## src/longest_increasing_subsequence_length_defines.svh

```systemverilog
// ----------------------------------------------------------------------------
// Assertion macros for the longest increasing subsequence length block
// Shared concurrent assertion forms, sampled on the rising clock edge and
// disabled while the active-low reset is asserted.
// ----------------------------------------------------------------------------
`ifndef LONGEST_INCREASING_SUBSEQUENCE_LENGTH_DEFINES_SVH
`define LONGEST_INCREASING_SUBSEQUENCE_LENGTH_DEFINES_SVH

// Consequent must hold in the same cycle as the antecedent.
`define LIS_ASSERT_IMPL(label, clk, rst_n, ante, cons) \
  label: assert property (@(posedge clk) disable iff (!(rst_n)) (ante) |-> (cons)) \
    else $error("lis assertion failed");

// Consequent must hold in the cycle after the antecedent.
`define LIS_ASSERT_NEXT(label, clk, rst_n, ante, cons) \
  label: assert property (@(posedge clk) disable iff (!(rst_n)) (ante) |=> (cons)) \
    else $error("lis assertion failed");

`endif

```

## src/lis_pkg.sv

```systemverilog
`timescale 1ns / 1ps
// ----------------------------------------------------------------------------
// LIS package
// Default sizes and the control part of the word that travels the cell chain.
// ----------------------------------------------------------------------------
package lis_pkg;

  localparam int unsigned MaxLenDef    = 1024;
  localparam int unsigned DataWidthDef = 32;

  // Control bits carried with a value from cell to cell.
  typedef struct packed {
    logic vld;   // a word occupies this chain slot
    logic last;  // final element of the sequence
    logic done;  // value already placed in some cell
    logic app;   // value was placed by extending the table
  } lis_ctl_t;

endpackage

```

## src/lis_cell.sv

```systemverilog
`timescale 1ns / 1ps
// ----------------------------------------------------------------------------
// LIS tail cell
// Holds one tail entry, places a passing value and forwards it to the next cell.
// ----------------------------------------------------------------------------
module lis_cell #(
  parameter int unsigned DATA_WIDTH = lis_pkg::DataWidthDef
) (
  input  logic                         clk_i,
  input  logic                         rst_ni,
  input  logic                         adv_i,
  input  lis_pkg::lis_ctl_t            ctl_i,
  input  logic signed [DATA_WIDTH-1:0] key_i,
  output lis_pkg::lis_ctl_t            ctl_o,
  output logic signed [DATA_WIDTH-1:0] key_o
);
  import lis_pkg::*;

  lis_ctl_t                     ctl_d, ctl_q;
  logic                         occ_d, occ_q;
  logic signed [DATA_WIDTH-1:0] tail_d, tail_q;
  logic signed [DATA_WIDTH-1:0] key_q;

  always_comb begin
    ctl_d  = ctl_i;
    occ_d  = occ_q;
    tail_d = tail_q;
    if (ctl_i.vld && !ctl_i.done) begin
      if (!occ_q) begin
        // First empty cell reached: the table grows by one.
        tail_d    = key_i;
        occ_d     = 1'b1;
        ctl_d.done = 1'b1;
        ctl_d.app  = 1'b1;
      end else if (tail_q >= key_i) begin
        tail_d     = key_i;
        ctl_d.done = 1'b1;
      end
    end
    // The end of a sequence empties every cell it passes.
    if (ctl_i.vld && ctl_i.last) begin
      occ_d = 1'b0;
    end
  end

  always_ff @(posedge clk_i or negedge rst_ni) begin
    if (!rst_ni) begin
      ctl_q <= '0;
      occ_q <= 1'b0;
    end else if (adv_i) begin
      ctl_q <= ctl_d;
      occ_q <= occ_d;
    end
  end

  always_ff @(posedge clk_i) begin
    if (adv_i) begin
      tail_q <= tail_d;
      key_q  <= key_i;
    end
  end

  assign ctl_o = ctl_q;
  assign key_o = key_q;

endmodule

```

## config.mk

```make
export PLATFORM = sky130hd
export DESIGN_NAME = lis_cell
export DESIGN_NICKNAME = d
export VERILOG_FILES = /design/src/longest_increasing_subsequence_length_defines.svh /design/src/lis_pkg.sv /design/src/lis_cell.sv
export SDC_FILE = /design/constraint.sdc
export NUM_CORES = 1
export LEC_CHECK = 0
export BUFFER_PORTS_ARGS = -buffer_cell sky130_fd_sc_hd__buf_2
export CORE_MARGIN = 3
export CORE_UTILIZATION = 50
export CTS_BUF_LIST = sky130_fd_sc_hd__clkbuf_8
export DETAILED_ROUTE_END_ITERATION = 8
export HOLD_SLACK_MARGIN = 0.08
export PLACE_DENSITY = 0.79
export RECOVER_POWER = 100
export SYNTH_ARGS = -nofsm -noshare
export SYNTH_HDL_FRONTEND = slang
export SYNTH_SLANG_ARGS = --single-unit
```

## constraint.sdc

```tcl
create_clock -name clk_i -period 2.9 [get_ports clk_i]
set_input_delay 0.145 -clock clk_i [delete_from_list [all_inputs] [get_ports clk_i]]
set_output_delay 0.145 -clock clk_i [all_outputs]
set_load 0.005 [all_outputs]
```

==> flow_summary.json <==
{
  "cts.sinks": 69,
  "reg2reg_to": "tail_q[29]",
  "initial_core_util_pct": 53.06,
  "dieWidth_um": 83.61,
  "muxShareOfSynthArea_pct": 0.7063,
  "post-place-cells": 349,
  "htreeDepth": 3,
  "final_cell_mix": "edfxtp_1 (64), clkbuf_1 (42), dlygate4sd3_1 (38), inv_1 (37), ha_1 (32)",
  "final_util_pct": 70.81,
  "hp-class": "in2reg",
  "cts.clk_slew.worst_paths_ns": 0.07,
  "rrSetupSlack_ns": 0.27,
  "drtIter0Drc": 84,
  "setup.worst_path.end_class": "register",
  "wl_mm": 6.204,
  "grt_pass1_wl_mm": 10.52,
  "fillers": 420,
  "hold_viol": 0,
  "crit_type": "in2reg",
  "grt_max_degree": 39,
  "synth_nets": 274,
  "required_ns": 2.88,
  "worstRegToRegCells": 7,
  "fin_crit_sh_pct": 94.14,
  "die_h_um": 83.61,
  "final_cells": 404,
  "grt_usage_pct": 19.19,
  "status": "complete, no violations",
  "synth-seq-area-share_pct": 67.97,
  "hold_slack_ns": 0.1197,
  "cts_buffers": 9,
  "max_freq_ghz": 0.3663,
  "synthesis.instances": 203,
  "synthAdderAreaFrac_pct": 13.29,
  "tns_ns": 0,
  "crit_start": "key_i[18]",
  "cp_max_fo": 16,
  "cts_root_buf": "clkbuf_8",
  "setup_viol": 0,
  "worstSetupStartpointType": "input port",
  "r2r_start": "tail_q[31]",
  "drv_slew": 0,
  "synth_top_family_by_area": "adder cells",
  "die_area_mm2": 0.006991,
  "vias": 2084,
  "avgSynthCellArea_um2": 14.84,
  "first_global_vias": 2257,
  "finalWorstSetupSlack_ns": 0.1699,
  "antennaDiodeCount": 0,
  "drive_gt1_share_pct": 17.17,
  "p_per_area_mw_per_mm2": 546.1,
  "cap_violations": 0,
  "cts_setup_buffers": 0,
  "clock_path_buffers": 2,
  "gp_congestion": 0.7835,
  "pin_count": 75,
  "place_ws_ns": -0.04334,
  "dp_hpwl_mm": 3.936,
  "power_mw": 2.195,
  "synth_compound_area_share_pct": 7.769,
  "final_common_cell": "edfxtp_1",
  "synth_xor_area_share_pct": 0,
  "via_per_inst": 5.158,
  "finalInstanceArea_mm2": 0.004019,
  "synth_cell_types": 33,
  "max_slew_margin_pct": 33.88,
  "dpl-instance-area_mm2": 0.003483,
  "insertion_delay_ns": 0.35,
  "wire_per_inst_um": 15.36,
  "area_growth_pct": 33.44,
  "antenna_found_initial": 0,
  "grt.overflow.total": 0,
  "fp-row-count": 27,
  "cp.arrival_ns": 2.71,
  "dr.pass1.iters": 4,
  "synth-simple-area-share_pct": 5.484,
  "skew_ns": 0.008883,
  "core-area_mm2": 0.005675,
  "endpoint": "tail_q[29]",
  "final-seq-area_mm2": 0.002047,
  "yosysWarnings": 0,
  "cts_tree": "built",
  "leakage_nw": 1.673,
  "postRouteAntennaNets": 0,
  "finalNetCount": 398,
  "ir_drop_mv": 0.3193,
  "multiInputGateArea_um2": 850.8,
  "drcViolationCount": 0,
  "ys_ff_latch": 69,
  "min_path_cells": 3,
  "netlist_area_mm2": 0.003012,
  "period_needed_ns": 2.730,
  "worst_pin_slew_ns": 0.9918,
  "rsz0062_at_grt": "no",
  "port_buffers": 74
}
## logic make-up (layout without fill, tap and decap cells)
kind of cell	count (synthesis)	count (layout)
buffers and inverters	38	166
DFF	69	69
and+or+nand+nor	27	27
AOI/OAI and AO/OA	35	36
adders and majority gates	32	32
muxes	2	2
## how the worst min path moves through the flow
| stage | start | end | slack [ns] |
|---|---|---|---|
| 3_5_place_dp | rst_ni | ctl_o[0] | -0.03 |
| 4_1_cts | ctl_i[1] | ctl_o[1] | 0.10 |
| 3_3_place_gp | rst_ni | ctl_o[0] | -0.04 |
| 6_report | ctl_i[1] | ctl_o[1] | 0.12 |
| 2_1_floorplan | rst_ni | ctl_o[0] | -0.15 |
| 5_1_grt | ctl_i[1] | ctl_o[1] | 0.12 |
## report_power, final
| part | switching (mW) | internal (mW) |
|---|---|---|
| Sequential | 0.0185 | 1.16 |
| Clock | 0.369 | 0.390 |
| Combinational | 0.136 | 0.121 |
## sequential cells by signal, summed over array words and instances, names as in the netlist
signal and flops:
ctl_o 4, occ_q 1, tail_q 32, key_o 32
## timing repair
action                     in CTS  in global routing
gates cloned                    1                  0
hold endpoints to repair       73                  0
gates resized for setup         0                  1
pin swaps                       1                  0
hold buffers                   38                  0
setup endpoints to repair      32                 16
## Yosys cell counts
master	number	area share, %
o211ai_1	2	0.50
and3_1	1	0.21
o2111ai_2	1	0.50
a21oi_2	1	0.29
or2_2	1	0.21
inv_1	37	4.6
edfxtp_1	64	64
o31a_2	1	0.33
nand4_1	6	1.2
a211o_1	1	0.29
nand4b_2	1	0.50
o221ai_1	1	0.29
nor2b_1	1	0.21
o21bai_1	1	0.25
a21oi_1	14	2.3
o21ai_1	1	0.17
o211ai_2	1	0.42
nand4_2	1	0.42
ha_1	32	13
nand3_1	1	0.17
mux2i_1	1	0.33
nor4_4	1	0.71
nor2_1	5	0.62
a21o_1	3	0.75
nor3_1	2	0.33
mux2_2	1	0.37
o21ai_0	3	0.50
a211oi_1	1	0.25
a31oi_1	2	0.42
dfrtp_1	5	4.2
nand2_1	7	0.87
o21a_1	2	0.50
buf_2	1	0.17
## worst max-delay path, cell delays in order
cell	delay [ns]
dlygate4sd3_1	0.53
clkbuf_1	0.15
inv_1	0.06
ha_1	0.30
nand4_1	0.16
nor4_4	0.37
a21oi_1	0.13
a21oi_2	0.14
a21oi_1	0.14
o211ai_4	0.57
## metal layers
metal / track usage [%] / share of wire, % / up-vias
met4: 8.918 / 2.7 / 0
met1: 22.34 / 41 / 991
met3: 6.022 / 6.1 / 15
met2: 32.25 / 50 / 79
li1: - / - / 999
met5: 0 / 0 / -
## final cells by class
class,instances,area share (%)
clock inverter,7,1.650
timing repair buffer,113,17.47
clock buffer,9,3.082
multi-input combinational,97,21.17
tap,72,2.242
sequential,69,50.93
inverter,37,3.456
Note: power is estimated with default switching activity, not from simulation.
